===== config.mk =====
export PLATFORM = sky130hd
export DESIGN_NAME = double_ended_queue
export DESIGN_NICKNAME = d
export VERILOG_FILES = /design/src/hw/rtl/dq_pkg.sv /design/src/hw/rtl/dq_ring_mem.sv /design/src/hw/rtl/dq_ctrl.sv /design/src/hw/rtl/double_ended_queue.sv
export SDC_FILE = /design/constraint.sdc
export NUM_CORES = 1
export LEC_CHECK = 0
export ABC_AREA = 1
export BUFFER_PORTS_ARGS = -buffer_cell sky130_fd_sc_hd__buf_2
export CAP_MARGIN = 0
export CORE_ASPECT_RATIO = 1.1
export CORE_MARGIN = 4
export CORE_UTILIZATION = 54
export DETAILED_ROUTE_END_ITERATION = 8
export PLACE_DENSITY = 0.71
export SYNTH_ARGS = -nofsm -noshare
export SYNTH_HDL_FRONTEND = slang
export SYNTH_HIERARCHICAL = 1
export SYNTH_SLANG_ARGS = --single-unit

===== constraint.sdc =====
create_clock -name clk -period 7.8 [get_ports clk]
set_input_delay 1.56 -clock clk [delete_from_list [all_inputs] [get_ports clk]]
set_output_delay 1.56 -clock clk [all_outputs]
set_load 0.02 [all_outputs]

===== src/hw/rtl/dq_pkg.sv =====
// ----------------------------------------------------------------------------
// dq_pkg
// Shared types and constants for the double-ended queue: command and status
// codes, item structs and default sizes.
// ----------------------------------------------------------------------------
package dq_pkg;

  localparam int DQ_CAPACITY   = 16;
  localparam int DQ_DATA_WIDTH = 32;

  localparam int VALUE_W     = 32;
  localparam int INDEX_W     = 4;
  localparam int COUNT_OUT_W = 5;

  typedef enum logic [2:0] {
    CMD_PUSH_BACK  = 3'd0,
    CMD_PUSH_FRONT = 3'd1,
    CMD_POP_BACK   = 3'd2,
    CMD_POP_FRONT  = 3'd3,
    CMD_READ       = 3'd4
  } cmd_t;

  typedef enum logic [1:0] {
    ST_OK    = 2'd0,
    ST_EMPTY = 2'd1,
    ST_FULL  = 2'd2,
    ST_RANGE = 2'd3
  } stat_t;

  typedef struct packed {
    cmd_t                 command;
    logic [VALUE_W-1:0]   value;
    logic [INDEX_W-1:0]   index;
  } dq_in_t;

  typedef struct packed {
    logic [VALUE_W-1:0]     read_value;
    stat_t                  status;
    logic [COUNT_OUT_W-1:0] count;
  } dq_out_t;

  // Result of one command, before the store data comes back
  typedef struct packed {
    logic                   rd;
    stat_t                  status;
    logic [COUNT_OUT_W-1:0] count;
  } dq_res_t;

endpackage


===== src/hw/rtl/dq_ring_mem.sv =====
// ----------------------------------------------------------------------------
// dq_ring_mem
// Single-port ring store with a registered read: one write or one read per
// cycle, read data valid the cycle after the read.
// ----------------------------------------------------------------------------
module dq_ring_mem #(
  parameter int DEPTH = 16,
  parameter int WIDTH = 32
) (
  input  logic                     clk,
  input  logic                     we,
  input  logic                     re,
  input  logic [$clog2(DEPTH)-1:0] addr,
  input  logic [WIDTH-1:0]         wdata,
  output logic [WIDTH-1:0]         rdata
);

  logic [WIDTH-1:0] mem [DEPTH];
  logic [WIDTH-1:0] rdata_r;

  always_ff @(posedge clk) begin
    if (we) begin
      mem[addr] <= wdata;
    end
  end

  always_ff @(posedge clk) begin
    if (re) begin
      rdata_r <= mem[addr];
    end
  end

  assign rdata = rdata_r;

endmodule


===== src/hw/rtl/dq_ctrl.sv =====
// ----------------------------------------------------------------------------
// dq_ctrl
// Head pointer and element count. Decodes one command, issues the store
// access and produces status and new count.
// ----------------------------------------------------------------------------
module dq_ctrl import dq_pkg::*; #(
  parameter int CAPACITY   = DQ_CAPACITY,
  parameter int DATA_WIDTH = DQ_DATA_WIDTH,
  localparam int PW = $clog2(CAPACITY),
  localparam int CW = $clog2(CAPACITY + 1)
) (
  input  logic                  clk,
  input  logic                  rst_n,
  input  logic                  take,
  input  dq_in_t                cmd_in,
  output dq_res_t               res,
  output logic                  mem_we,
  output logic                  mem_re,
  output logic [PW-1:0]         mem_addr,
  output logic [DATA_WIDTH-1:0] mem_wdata
);

  localparam int SW   = PW + 1;
  localparam int CMPW = (CW > INDEX_W) ? CW : INDEX_W;

  logic [PW-1:0] head_r, head_nxt;
  logic [CW-1:0] count_r, count_nxt;
  logic          full, empty, idx_oob;
  logic          wr, rd;
  stat_t         status;
  logic [SW-1:0] back_sum, back_wrap, idx_sum, idx_wrap;
  logic [PW-1:0] head_dec, head_inc;

  assign full    = (count_r == CW'(CAPACITY));
  assign empty   = (count_r == '0);
  assign idx_oob = (CMPW'(cmd_in.index) >= CMPW'(count_r));

  // Ring positions: back slot, indexed slot, and head moved either way
  assign back_sum  = SW'(head_r) + SW'(count_r);
  assign back_wrap = (back_sum >= SW'(CAPACITY)) ? back_sum - SW'(CAPACITY) : back_sum;
  assign idx_sum   = SW'(head_r) + SW'(cmd_in.index);
  assign idx_wrap  = (idx_sum >= SW'(CAPACITY)) ? idx_sum - SW'(CAPACITY) : idx_sum;
  assign head_dec  = (head_r == '0) ? PW'(CAPACITY - 1) : head_r - PW'(1);
  assign head_inc  = (head_r == PW'(CAPACITY - 1)) ? '0 : head_r + PW'(1);

  always_comb begin
    head_nxt  = head_r;
    count_nxt = count_r;
    status    = ST_OK;
    wr        = 1'b0;
    rd        = 1'b0;
    mem_addr  = head_r;
    unique case (cmd_in.command)
      CMD_PUSH_BACK: begin
        if (full) begin
          status = ST_FULL;
        end else begin
          wr        = 1'b1;
          mem_addr  = back_wrap[PW-1:0];
          count_nxt = count_r + CW'(1);
        end
      end
      CMD_PUSH_FRONT: begin
        if (full) begin
          status = ST_FULL;
        end else begin
          wr        = 1'b1;
          mem_addr  = head_dec;
          head_nxt  = head_dec;
          count_nxt = count_r + CW'(1);
        end
      end
      CMD_POP_BACK: begin
        if (empty) begin
          status = ST_EMPTY;
        end else begin
          count_nxt = count_r - CW'(1);
        end
      end
      CMD_POP_FRONT: begin
        if (empty) begin
          status = ST_EMPTY;
        end else begin
          head_nxt  = head_inc;
          count_nxt = count_r - CW'(1);
        end
      end
      CMD_READ: begin
        if (idx_oob) begin
          status = ST_RANGE;
        end else begin
          rd       = 1'b1;
          mem_addr = idx_wrap[PW-1:0];
        end
      end
      default: begin
      end
    endcase
  end

  assign mem_we     = take && wr;
  assign mem_re     = take && rd;
  assign mem_wdata  = DATA_WIDTH'(cmd_in.value);
  assign res.rd     = rd;
  assign res.status = status;
  assign res.count  = COUNT_OUT_W'(count_nxt);

  always_ff @(posedge clk) begin
    if (!rst_n) begin
      head_r  <= '0;
      count_r <= '0;
    end else if (take) begin
      head_r  <= head_nxt;
      count_r <= count_nxt;
    end
  end

  a_count_bound: assert property (@(posedge clk) disable iff (!rst_n)
    count_r <= CW'(CAPACITY))
    else $error("element count above capacity");

  a_head_bound: assert property (@(posedge clk) disable iff (!rst_n)
    head_r <= PW'(CAPACITY - 1))
    else $error("head pointer outside ring");

  a_fail_keeps: assert property (@(posedge clk) disable iff (!rst_n)
    take && (status != ST_OK) |=> (count_r == $past(count_r)) && (head_r == $past(head_r)))
    else $error("failed command changed queue state");

  a_one_access: assert property (@(posedge clk) disable iff (!rst_n)
    !(mem_we && mem_re))
    else $error("store written and read in one cycle");

endmodule


===== src/hw/rtl/double_ended_queue.sv =====
// ----------------------------------------------------------------------------
// double_ended_queue
// Fixed-capacity double-ended queue held in a ring store: push and pop at
// either end, read by position from the front, one result per command.
//
//   channel | ports                      | dir | payload
//   --------+----------------------------+-----+------------------------------
//   in      | in_valid in_stall in_data  | in  | command, value, index
//   out     | out_valid out_stall out_data| out | read_value, status, count
//
// One item per cycle unless a held result stalls the input side; its result
// appears in the output register in the cycle after acceptance, read data
// straight from the store's registered port. The next item is accepted while
// a result is being taken. Reset clears head, count and output valid; store
// entries are undefined until pushed and are never cleared.
// ----------------------------------------------------------------------------
module double_ended_queue import dq_pkg::*; #(
  parameter int CAPACITY   = DQ_CAPACITY,
  parameter int DATA_WIDTH = DQ_DATA_WIDTH
) (
  input  logic    clk,
  input  logic    rst_n,
  input  logic    in_valid,
  output logic    in_stall,
  input  dq_in_t  in_data,
  output logic    out_valid,
  input  logic    out_stall,
  output dq_out_t out_data
);

  localparam int PW = $clog2(CAPACITY);

  logic                  take;
  dq_res_t               res;
  dq_res_t               res_r;
  logic                  out_valid_r;
  logic                  mem_we, mem_re;
  logic [PW-1:0]         mem_addr;
  logic [DATA_WIDTH-1:0] mem_wdata, mem_rdata;

  // Stall only while a result is held and not taken
  assign in_stall = out_valid_r && out_stall;
  assign take     = in_valid && !in_stall;

  dq_ctrl #(
    .CAPACITY   (CAPACITY),
    .DATA_WIDTH (DATA_WIDTH)
  ) u_ctrl (
    .clk       (clk),
    .rst_n     (rst_n),
    .take      (take),
    .cmd_in    (in_data),
    .res       (res),
    .mem_we    (mem_we),
    .mem_re    (mem_re),
    .mem_addr  (mem_addr),
    .mem_wdata (mem_wdata)
  );

  dq_ring_mem #(
    .DEPTH (CAPACITY),
    .WIDTH (DATA_WIDTH)
  ) u_mem (
    .clk   (clk),
    .we    (mem_we),
    .re    (mem_re),
    .addr  (mem_addr),
    .wdata (mem_wdata),
    .rdata (mem_rdata)
  );

  always_ff @(posedge clk) begin
    if (!rst_n) begin
      out_valid_r <= 1'b0;
    end else if (take) begin
      out_valid_r <= 1'b1;
    end else if (!out_stall) begin
      out_valid_r <= 1'b0;
    end
  end

  always_ff @(posedge clk) begin
    if (take) begin
      res_r <= res;
    end
  end

  // Store read data holds until the next accepted read
  assign out_valid           = out_valid_r;
  assign out_data.read_value = res_r.rd ? VALUE_W'(mem_rdata) : '0;
  assign out_data.status     = res_r.status;
  assign out_data.count      = res_r.count;

endmodule


# [Yosys cells after proc, flatten, opt, wreduce, memory -nomap -nowiden]
# Memories as Yosys holds them, arrays and structs flattened. A register that Yosys moved wholly into a read port is not among the register bits.
# Cells that the tools add are included.
[totals] ff_bits=18 mem_bits_rw=512 elab_cells=64 input_bits=43 mem_count=1 out_inout_bits=41
[classes] n_lt_le_gt_ge=3 add_sub_neg=8 eq_ne=8 mux=26 n_reduce_logical=12
[mem_list] name="u_mem.mem" words=16 width=32 rd=1 rd_clocked_by_memory_dff=1 write_ports=1 line="dq_ring_mem.sv:18" source="logic [WIDTH-1:0] mem [DEPTH];"
[op_table] op="two-way mux 32 bit" n=1
[op_table] op="two-way mux 4 bit" n=8
[op_table] op="one-hot mux 4 bit (3 select lines)" n=1
[op_table] op="subtractor 4 x 1 -> 4 bit (second input constant)" n=3
[op_table] op="greater-or-equal comparator 5 bit (second input constant)" n=2
[op_table] op="two-way mux 5 bit" n=2
[op_table] op="one-hot mux 5 bit (2 select lines)" n=1
[op_table] op="two-way mux 1 bit" n=9
[op_table] op="one-hot mux 4 bit (2 select lines)" n=1
[op_table] op="equality test 3 x 2 -> 1 bit (second input constant)" n=2
[op_table] op="one-hot mux 2 bit (3 select lines)" n=1
[op_table] op="adder 4 x 4 -> 5 bit" n=1
[op_table] op="adder 4 x 5 -> 5 bit" n=1
[op_table] op="adder 5 x 1 -> 5 bit (second input constant)" n=1
[op_table] op="equality test 5 bit (second input constant)" n=1
[op_table] op="greater-or-equal comparator 4 x 5 -> 1 bit" n=1
[op_table] op="logical NOT 5 bit" n=1
[op_table] op="subtractor 5 x 1 -> 5 bit (second input constant)" n=1
[op_table] op="adder 4 x 1 -> 4 bit (second input constant)" n=1
[op_table] op="equality test 4 bit (second input constant)" n=1
[op_table] op="logical AND 1 bit" n=4
[op_table] op="logical NOT 4 bit" n=1
[op_table] op="two-way mux 2 bit" n=2
[op_table] op="OR reduction 2 bit" n=2
[op_table] op="other kinds (8)" n=8

# [Logic depth before layout (Yosys ltp)]
# Gate-level depths: netlist (run 1).
[depth] ltp_word=6 depth_mapped=25 depth_no_buf=21

# [By module]
# Netlist (run 1), hierarchy kept.
[by_module_without_submodules] mod="dq_ring_mem" area_per_inst_um2=22534.1 instances=1 seq_area_each_um2=16335.7 cells_each=2113
[by_module_without_submodules] mod="dq_ctrl" area_per_inst_um2=1729.2 instances=1 seq_area_each_um2=180.2 cells_each=262
[by_module_without_submodules] mod="double_ended_queue" area_per_inst_um2=610.6 instances=1 seq_area_each_um2=260.2 cells_each=89

# [Least setup slack after synthesis (run 1)]
# OpenSTA, ideal clock, no wires.
[synth_path] kind="input port to flip-flop" from="input port in_data[2] (netlist bit)" to="memory u_mem.mem[5][0], enable pin" required_time_ps=7379 cell_stages=15 setup_time_ps=421 n_path_buf=3 arrival_ps=4568 slack_ps=2811 path_cell_list="ha_1 a21oi_1 nand2_1 nand2_1 nand2_1 nand2_1 nand2_1 nand2_1 nand4_1 buf_2 inv_1 buf_2 buf_2 nand3_1 nor2_1"
[synth_between] elab_chain_cells=5 word_cells_on_any_way=7 classes_between="add/sub (2); order compare (2); mux (3)"
[synth_lines] element="from (decl)" line="double_ended_queue.sv:25" source="input dq_in_t in_data,"
[synth_lines] element="adder 4 x 4 -> 5 bit" line="dq_ctrl.sv:41" source="assign idx_sum = SW'(head_r) + SW'(cmd_in.index);"
[synth_lines] element="greater-or-equal comparator 5 bit" line="dq_ctrl.sv:42" source="assign idx_wrap = (idx_sum >= SW'(CAPACITY)) ? idx_sum - SW'(CAPACITY) : idx_sum;"
[synth_lines] element="two-way mux 4 bit" line="dq_ctrl.sv:42"
[synth_lines] element="two-way mux 4 bit *" line="dq_ctrl.sv:89" source="if (idx_oob) begin"
[synth_lines] element="one-hot mux 4 bit (3 select lines) *" line="dq_ctrl.sv:53" source="unique case (cmd_in.command)"
[synth_lines] element="named net mem_addr[1]" line="double_ended_queue.sv:38" source="logic [PW-1:0] mem_addr;"
[synth_lines] element="to (decl)" line="dq_ring_mem.sv:18"
# The timed path passes the listed nets; every way through them passes the cells marked *.

# [Final worst setup path (run 1)]
[layout_path] from="input port in_data[0] (netlist bit)" to="memory u_mem.mem[7][23], enable pin"
[layout_between] elab_chain_cells=5 word_cells_on_any_way=7 classes_between="add/sub (2); order compare (2); mux (3)"
[layout_lines] element="adder 4 x 4 -> 5 bit" line="dq_ctrl.sv:41"
[layout_lines] element="subtractor 4 x 1 -> 4 bit or greater-or-equal comparator 5 bit (tied branches)" line="dq_ctrl.sv:42"
[layout_lines] element="two-way mux 4 bit" line="dq_ctrl.sv:42"
[layout_lines] element="two-way mux 4 bit *" line="dq_ctrl.sv:89"
[layout_lines] element="one-hot mux 4 bit (3 select lines) *" line="dq_ctrl.sv:53"
[layout_lines] element="named net mem_addr[0]" line="double_ended_queue.sv:38"
# Marked as above.

==> results of run 1 <==
## state kept, by name, indices dropped and copies added, names as in the netlist
name,flops
u_mem/mem,512
u_mem/rdata,32
out_data,7
u_ctrl/count_r,5
u_ctrl/head_r,4
out_valid,1
res_r,1
## logic make-up (layout without fill, tap and decap cells)
family / after synthesis / after routing / share of synthesized area, %
adders and majority gates: 16 / 16 / 0.865
buffers and inverters: 287 / 347 / 6.33
AOI/OAI and AO/OA: 31 / 31 / 0.805
xor gates and xnor gates: 11 / 11 / 0.387
and+or+nand+nor: 1557 / 1557 / 24.2
DFF: 562 / 562 / 67.4
## tightest hold or removal path, stage by stage (launching register included)
cell	delay, ps
dfxtp_1	310
nand2_1	70
a21oi_1	60
## metal layers
layer	vias to the layer above	wire [µm]	global-route usage [%]
met2	487	27400	38.1
met5	-	0	0
met3	92	3140	3.40
li1	7869	-	-
met1	7667	22800	29.4
met4	0	1350	6.24
## cell usage in the layout, fill, tap and decap left out, types with 3 or more instances in the layout
cell type	n
a21oi_1	11
a21oi_2	3
buf_2	83
buf_4	19
bufinv_16	8
clkbuf_1	7
clkbuf_16	54
clkinv_1	12
clkinv_2	15
dfxtp_1	10
edfxtp_1	552
ha_1	14
inv_1	135
inv_2	4
nand2_1	1468
nand2_2	4
nand3_1	27
nand3_4	3
nand4_1	3
nor2_1	22
nor2_2	3
nor2_4	20
o211ai_1	5
o21ai_0	4
o21ai_1	3
o21ai_2	3
xnor2_1	4
xor2_1	7
## report_power, final
| part | internal (mW) | total, mW | leakage (nW) | switching (mW) |
|---|---|---|---|---|
| Clock | 1.53 | 2.63 | 0.876 | 1.10 |
| Sequential | 3.36 | 3.38 | 5.06 | 0.0175 |
| Combinational | 0.214 | 0.808 | 5.78 | 0.593 |
## per-stage QoR
stage | area, µm² | hold WS (ps) | worst slack, ps
3_5_place_dp | 25300 | 476 | 2080
2_1_floorplan | 24900 | 547 | 2810
4_1_cts | 27100 | 484 | 2730
3_3_place_gp | 25300 | 459 | 2070
6_report | 27100 | 486 | 2690
5_1_grt | 27100 | 506 | 2400
## path summary, 6_finish.rpt
path,start,to,cells after the start
setup / recovery,in_data[0],u_mem/mem[7][23],16
hold / removal,out_valid,out_valid,2
setup reg to reg,u_ctrl/count_r[3],u_mem/mem[7][23],13
hold reg to reg,out_valid,out_valid,2
## layout make-up
type	instances	area, µm²	share of cell area (%)
repair buffers	104	598	2.21
flip-flops and latches	562	16800	61.9
inverters	143	552	2.04
well taps	588	736	2.71
clock buffers	61	1380	5.08
multi-input cells	1615	6670	24.6
clock inverters	39	400	1.48
==> flow_summary.ini, run 1 <==
[yosys]
synth_common_cells = nand2_1 (1,468), edfxtp_1 (552), inv_1 (136)
synthCells = 2464
ys_warn_count = 6
synth.avg_cell_area_um2 = 10.1
ys_types = 37
yosysMostFrequentCell = nand2_1
ys_seq_area_share_pct = 67.4
synth_ff_type = edfxtp_1
yosysTopAreaCell = edfxtp_1
synth_area_leaders = edfxtp_1 (67%), nand2_1 (22%), inv_1 (2.1%), buf_4 (1.8%), buf_6 (1.2%)
synth_edf_count = 552
yosysTopAreaCellShare_pct = 66.6
synthesis.nets = 2523
synthArstFlopShare_pct = 0
synth-seq-cells = 562
syn_area_mm2 = 0.0249

[worst_setup_path]
end_kind = flip-flop
critPathKind = primary input to flip-flop
r2r_setup_slack_ps = 3010
cp.arrival_ps = 5320
cp_max_fo = 95
worstPathRequired_ps = 8010
crit_family = simple AND/OR/NAND/NOR gates
crit_buf_inv = 4
crit_chain = buf_2 -> inv_1 -> ha_1 -> inv_1 -> nand2_1 -> nand2_1 -> nand2_1 -> nand2_1 -> nand2_1 -> nand2_1 -> nand2_1 -> nand2_1 -> nand4_1 -> buf_4 -> nand3_1 -> nor2_4
cp-start-kind = primary input
cp_slowest_cell = nor2_4
path_common_cell = nand2_1
cpPeakStageDelay_ps = 1080

[sta]
fin_setup_tns_ps = 0
worst_slew_pin_slew_ps = 1250
timing.final.crit_share_pct = 65.6
fin_crit_ps = 5110
slew_headroom_pct = 16.5
rsz0062_at_grt = no
finClkSkew_ps = 11.9
setup_viol_count_final = 0
timing.fmax_ghz = 0.196
drv_slew = 0
hold_viol = 0

[die]
rows = 82
die_h_um = 233
start_util_pct = 54.6
ios = 84
die_area_mm2 = 0.0496
die_width_um = 213
core_mm2 = 0.0456

[detailed_routing]
drt-initial-drc-count = 1365
post_drt_wl_per_cell_um = 17.6
routed_wl_um = 54700
dr.pass1.iters = 5
drc = 0
viasPerCell = 5.18
vias = 16115
ant_nets = 0

[pwr]
p_leak_nw = 11.7
power_density_mw_per_mm2 = 251
vdd_drop_max_v = 0.000163
power_mw = 6.82

[status]
status = completed

[clocking]
cts_setup_buffers = 0
post_cts_resized = 0
cts_root_buf = clkbuf_16
cts.sinks = 562
clk_path_buf_depth = 3
cts_tree = done
htreeDepth = 2
clock_latency_ps = 600
cts_made_buffers = 54
clkSlewWorstSetupHoldPaths_ps = 60
hold_buffers = 0

[layout]
drive_gt1_share_pct = 9.35
area_delta_synth_final_pct = 8.97
fill_cells = 3749
fin_nets = 2539
fin_cells = 3112
n_antenna_cell = 0
final_util_pct = 59.5

[global_route]
grt.total_usage_pct = 22.1
grt_max_degree = 165
grt_pass1_wl_um = 85500
grt_pass1_vias = 15363
grt-ovfl-total = 0
antenna_found_initial = 0

[place]
portBuffers = 83
dp_hpwl_um = 29100
routabilityCongestion = 0.814
dp_cells = 3012

[flow_run]
maxCapViolCount = 0

[hold_path]
hp-class = flip-flop to flip-flop
Note: power is estimated with default switching activity, not from simulation.
==> run 2, diff against run 1 <==
PLACE_DENSITY = 0.74   (was 0.71)
clock period = 4.6 ns   (was 7.8 ns; I/O delays follow)
==> flow_summary.ini, run 2 (synthesis results as in run 1) <==
[status]
status = completed

[worst_setup_path]
critPathKind = flip-flop to flip-flop
worstPathRequired_ps = 4860
end_kind = flip-flop
cp_max_fo = 20
cp-start-kind = flip-flop
cp.arrival_ps = 3900

[place]
portBuffers = 83
dp_cells = 3044
routabilityCongestion = 0.853
pre_cts_slack_ps = 649
dp_hpwl_um = 33700

[layout]
fin_cells = 3140
area_delta_synth_final_pct = 10.2
final_common_cell = nand2_1
multi_input_area_mm2 = 0.00667
n_antenna_cell = 0
fill_cells = 3701
largest_reg_flops = 512
fin_nets = 2571
drive_gt1_share_pct = 10.0
top_register = u_mem/mem
final_cell_mix = nand2_1 (1,468), edfxtp_1 (552), inv_1 (135)
final_util_pct = 60.2
regArea_mm2 = 0.0168

[die]
rows = 82
core_mm2 = 0.0456
ios = 84
die_width_um = 213
die_h_um = 233
die_area_mm2 = 0.0496
start_util_pct = 54.6

[sta]
timing.fmax_ghz = 0.274
fin_setup_tns_ps = 0
fin_crit_ps = 3650
fin_ws_ps = 952
setup_viol_count_final = 0
rsz0062_at_grt = no
worst_slew_pin_slew_ps = 914
hold_viol = 0
drv_slew = 0
timing.final.crit_share_pct = 79.3
finClkSkew_ps = 30.0
slew_headroom_pct = 39.0

[detailed_routing]
post_drt_wl_per_cell_um = 18.2
routed_wl_um = 57300
drc = 0
drt-initial-drc-count = 1602
vias = 16543
viasPerCell = 5.27
ant_nets = 0
dr.pass1.iters = 6

[clocking]
cts_made_buffers = 54
cts_setup_buffers = 0
post_cts_resized = 0
cts.sinks = 562
hold_buffers = 0
cts_tree = done
clock_latency_ps = 610
cts_root_buf = clkbuf_16
clkSlewWorstSetupHoldPaths_ps = 60
htreeDepth = 2
clk_path_buf_depth = 3

[global_route]
grt_pass1_vias = 16122
grt.total_usage_pct = 23.1
grt_pass1_wl_um = 88900
grt_max_degree = 133
grt-ovfl-total = 0
antenna_found_initial = 0

[pwr]
power_density_mw_per_mm2 = 422
p_leak_nw = 11.9
power_mw = 11.6
vdd_drop_max_v = 0.000348

[flow_run]
maxCapViolCount = 0

[hold_path]
hp-class = flip-flop to flip-flop
==> run 2: cell count changes in the layout (fill, tap and decap cells not counted) <==
cell | before | now
clkbuf_1 | 7 | 16
clkbuf_16 | 54 | 55
clkinv_8 | 1 | 0
clkinv_1 | 12 | 11
buf_12 | 2 | 9
clkinvlp_4 | 2 | 0
clkinv_2 | 15 | 4
buf_4 | 19 | 44
inv_6 | 2 | 3
==> run 2: worst paths after layout <==
kind / start / to / slack, ps / cells after the start
min: out_valid / out_valid / 470 / 2
max reg2reg: u_ctrl/count_r[2] / u_mem/mem[4][22] / 950 / 14
max: u_ctrl/count_r[2] / u_mem/mem[4][22] / 950 / 14
min reg2reg: out_valid / out_valid / 470 / 2
==> run 2: stage by stage <==
step / hold WS, ps / instance area, µm²
3_3_place_gp: 453 / 25700
4_1_cts: 477 / 27400
3_5_place_dp: 468 / 25700
2_1_floorplan: 547 / 24900
5_1_grt: 514 / 27400
6_report: 472 / 27400
==> run 2: power by group <==
group	switching [mW]	internal (mW)	total (mW)
sequential	0.0292	5.70	5.73
combinational	1.02	0.381	1.40
clock	1.80	2.63	4.43
==> run 2: layer usage <==
metal | up-vias | track usage [%] | wire (µm)
li1 | 7919 | - | -
met1 | 7923 | 30.6 | 23500
met2 | 590 | 39.9 | 28400
met3 | 111 | 3.43 | 3860
met4 | 0 | 6.99 | 1510
met5 | - | 0 | 0
==> run 2: critical path, stage by stage, from the launching register on <==
cell,delay [ps]
dfxtp_1,640
inv_6,80
ha_1,310
a21oi_1,150
nand2_1,120
nand2_1,70
nand2_1,90
nand2_1,110
nand2_1,90
nand2_1,60
nand4_1,410
inv_4,210
nand3_1,350
nor2_4,220
buf_4,360
==> run 2: cell type report <==
class	instances	share of cell area, %
Clock buffer	71	5.24
Clock inverter	25	1.16
Inverter	143	2.01
Multi-Input combinational cell	1615	24.3
Sequential cell	562	61.2
Tap cell	588	2.68
Timing Repair Buffer	136	3.38
==> run 3, diff against run 2 <==
PLACE_DENSITY = 0.71   (was 0.74)
clock period = 3.6 ns   (was 4.6 ns; I/O delays follow)
==> flow_summary.ini, run 3 (synthesis results as in run 1) <==
[global_route]
grt-ovfl-total = 0
grt_pass1_vias = 16111
antenna_found_initial = 1
grt_max_degree = 93
grt.total_usage_pct = 23.2
grt_pass1_wl_um = 88700

[layout]
largest_reg_flops = 512
fin_nets = 2585
final_util_pct = 60.7
final_common_cell = nand2_1
area_delta_synth_final_pct = 11.1
fill_cells = 3604
final_cell_mix = nand2_1 (1,468), edfxtp_1 (552), inv_1 (135)
drive_gt1_share_pct = 10.6
top_register = u_mem/mem

[clocking]
cts_made_buffers = 53
post_cts_resized = 0
clk_path_buf_depth = 3
cts_tree = done
hold_buffers = 0
htreeDepth = 2
cts_root_buf = clkbuf_16
clkSlewWorstSetupHoldPaths_ps = 70
cts_setup_buffers = 0
cts.sinks = 562
clock_latency_ps = 620

[place]
portBuffers = 83
routabilityCongestion = 0.915
pre_cts_slack_ps = 208
dp_hpwl_um = 31700

[hold_path]
whs_path_depth = 3
hp-start = in_valid
hp-class = primary input to flip-flop
hold_path_end = out_valid

[worst_setup_path]
cp-start-kind = flip-flop
reg2reg_to = u_mem/rdata[12]
cp.arrival_ps = 3720
r2r_setup_slack_ps = 360
rr_startpoint = u_ctrl/count_r[1]
path_common_cell = nand2_1
crit_chain = inv_1 -> ha_1 -> nand2_1 -> inv_1 -> nand2_1 -> nand2_1 -> nand2_1 -> nand2_1 -> nand2_1 -> nand2_1 -> nand2_1 -> nand4_1 -> buf_4 -> inv_6 -> buf_12 -> nand2_1 -> nand2_1 -> nand2_1 -> nand2_1 -> nand2_1 -> nand2_1 -> inv_1 -> nand2_1
critPathLaunch = u_ctrl/count_r[1]
ff2ff_path_depth = 23
end_kind = flip-flop
critPathKind = flip-flop to flip-flop
cp_slowest_cell = dfxtp_1
cp_max_fo = 92
cpPeakStageDelay_ps = 510
worstPathRequired_ps = 4080

[sta]
setup_viol_count_final = 0
fin_crit_ps = 3240
timing.fmax_ghz = 0.309
fin_ws_ps = 360
slew_headroom_pct = 43.5
rsz0062_at_grt = no
finClkSkew_ps = 15.5
timing.final.crit_share_pct = 90.0
worst_slew_pin_slew_ps = 847
hold_viol = 0
drv_slew = 0
fin_setup_tns_ps = 0

[die]
rows = 82
die_h_um = 233
core_mm2 = 0.0456
ios = 84
start_util_pct = 54.6
die_area_mm2 = 0.0496
die_width_um = 213

[detailed_routing]
vias = 16477
drc = 0
post_drt_wl_per_cell_um = 18.1
dr.pass1.iters = 5
ant_nets = 0
drt-initial-drc-count = 1295
viasPerCell = 5.22
routed_wl_um = 57100

[pwr]
power_density_mw_per_mm2 = 523
vdd_drop_max_v = 0.000365
power_mw = 14.5
p_leak_nw = 12.0

[status]
status = completed

[flow_run]
maxCapViolCount = 0
[run 3: changes by cell type in the layout (fill, tap and decap cells not counted), moves of 2 or more]
cell,delta
clkinv_1,+3
clkinv_2,+5
bufinv_16,-5
buf_4,-4
buf_12,+18
clkinvlp_4,+2
clkbuf_1,-4
[run 3: cell type report]
type | count | area (µm²) | area share (%)
Multi-Input combinational cell | 1615 | 6670 | 24.1
Inverter | 143 | 552 | 2.00
Timing Repair Buffer | 151 | 1270 | 4.58
Antenna cell | 1 | 2.50 | 0.00905
Tap cell | 588 | 736 | 2.66
Clock inverter | 31 | 250 | 0.905
Sequential cell | 562 | 16800 | 60.7
Clock buffer | 66 | 1400 | 5.05
[run 3: worst max path at each step]
stage,slack (ps),endpoint,cells after the start
after floorplan,-490,u_mem/mem[6][0],15
after global placement,260,u_mem/rdata[18],23
after detailed placement,210,u_mem/rdata[22],21
after CTS,350,u_mem/rdata[22],23
after global routing,30,u_mem/rdata[9],23
final,360,u_mem/rdata[12],23
[run 3: critical path, delay by kind of cell, from the launching register on]
kind,cells,cell delay [ps]
fa+ha+maj,1,310
buf+inv,6,950
flops,1,510
simple gates,16,1300
[run 3: power breakdown]
part / total, mW / switching, mW / internal [mW]
Combinational: 1.81 / 1.29 / 0.525
Sequential: 7.31 / 0.0345 / 7.28
Clock: 5.33 / 2.37 / 2.97
[run 3: metal layers]
layer  vias to the layer above  global-route usage, %  part of all wire [%]
met5                         -                      0                     0
met4                         0                   8.42                   3.4
met3                       134                   3.98                   7.4
met2                       628                   40.6                    50
met1                      7758                   29.2                    39
li1                       7957                      -                     -
[run 3: metrics by stage]
step                area [µm²]  hold slack, ps  std cells
finish                   27600             377       3157
global route             27600             377       3157
CTS                      27600             360       3156
detailed placement       26000             502       3059
global placement         26000             452       3059
floorplan                24900             547       2464
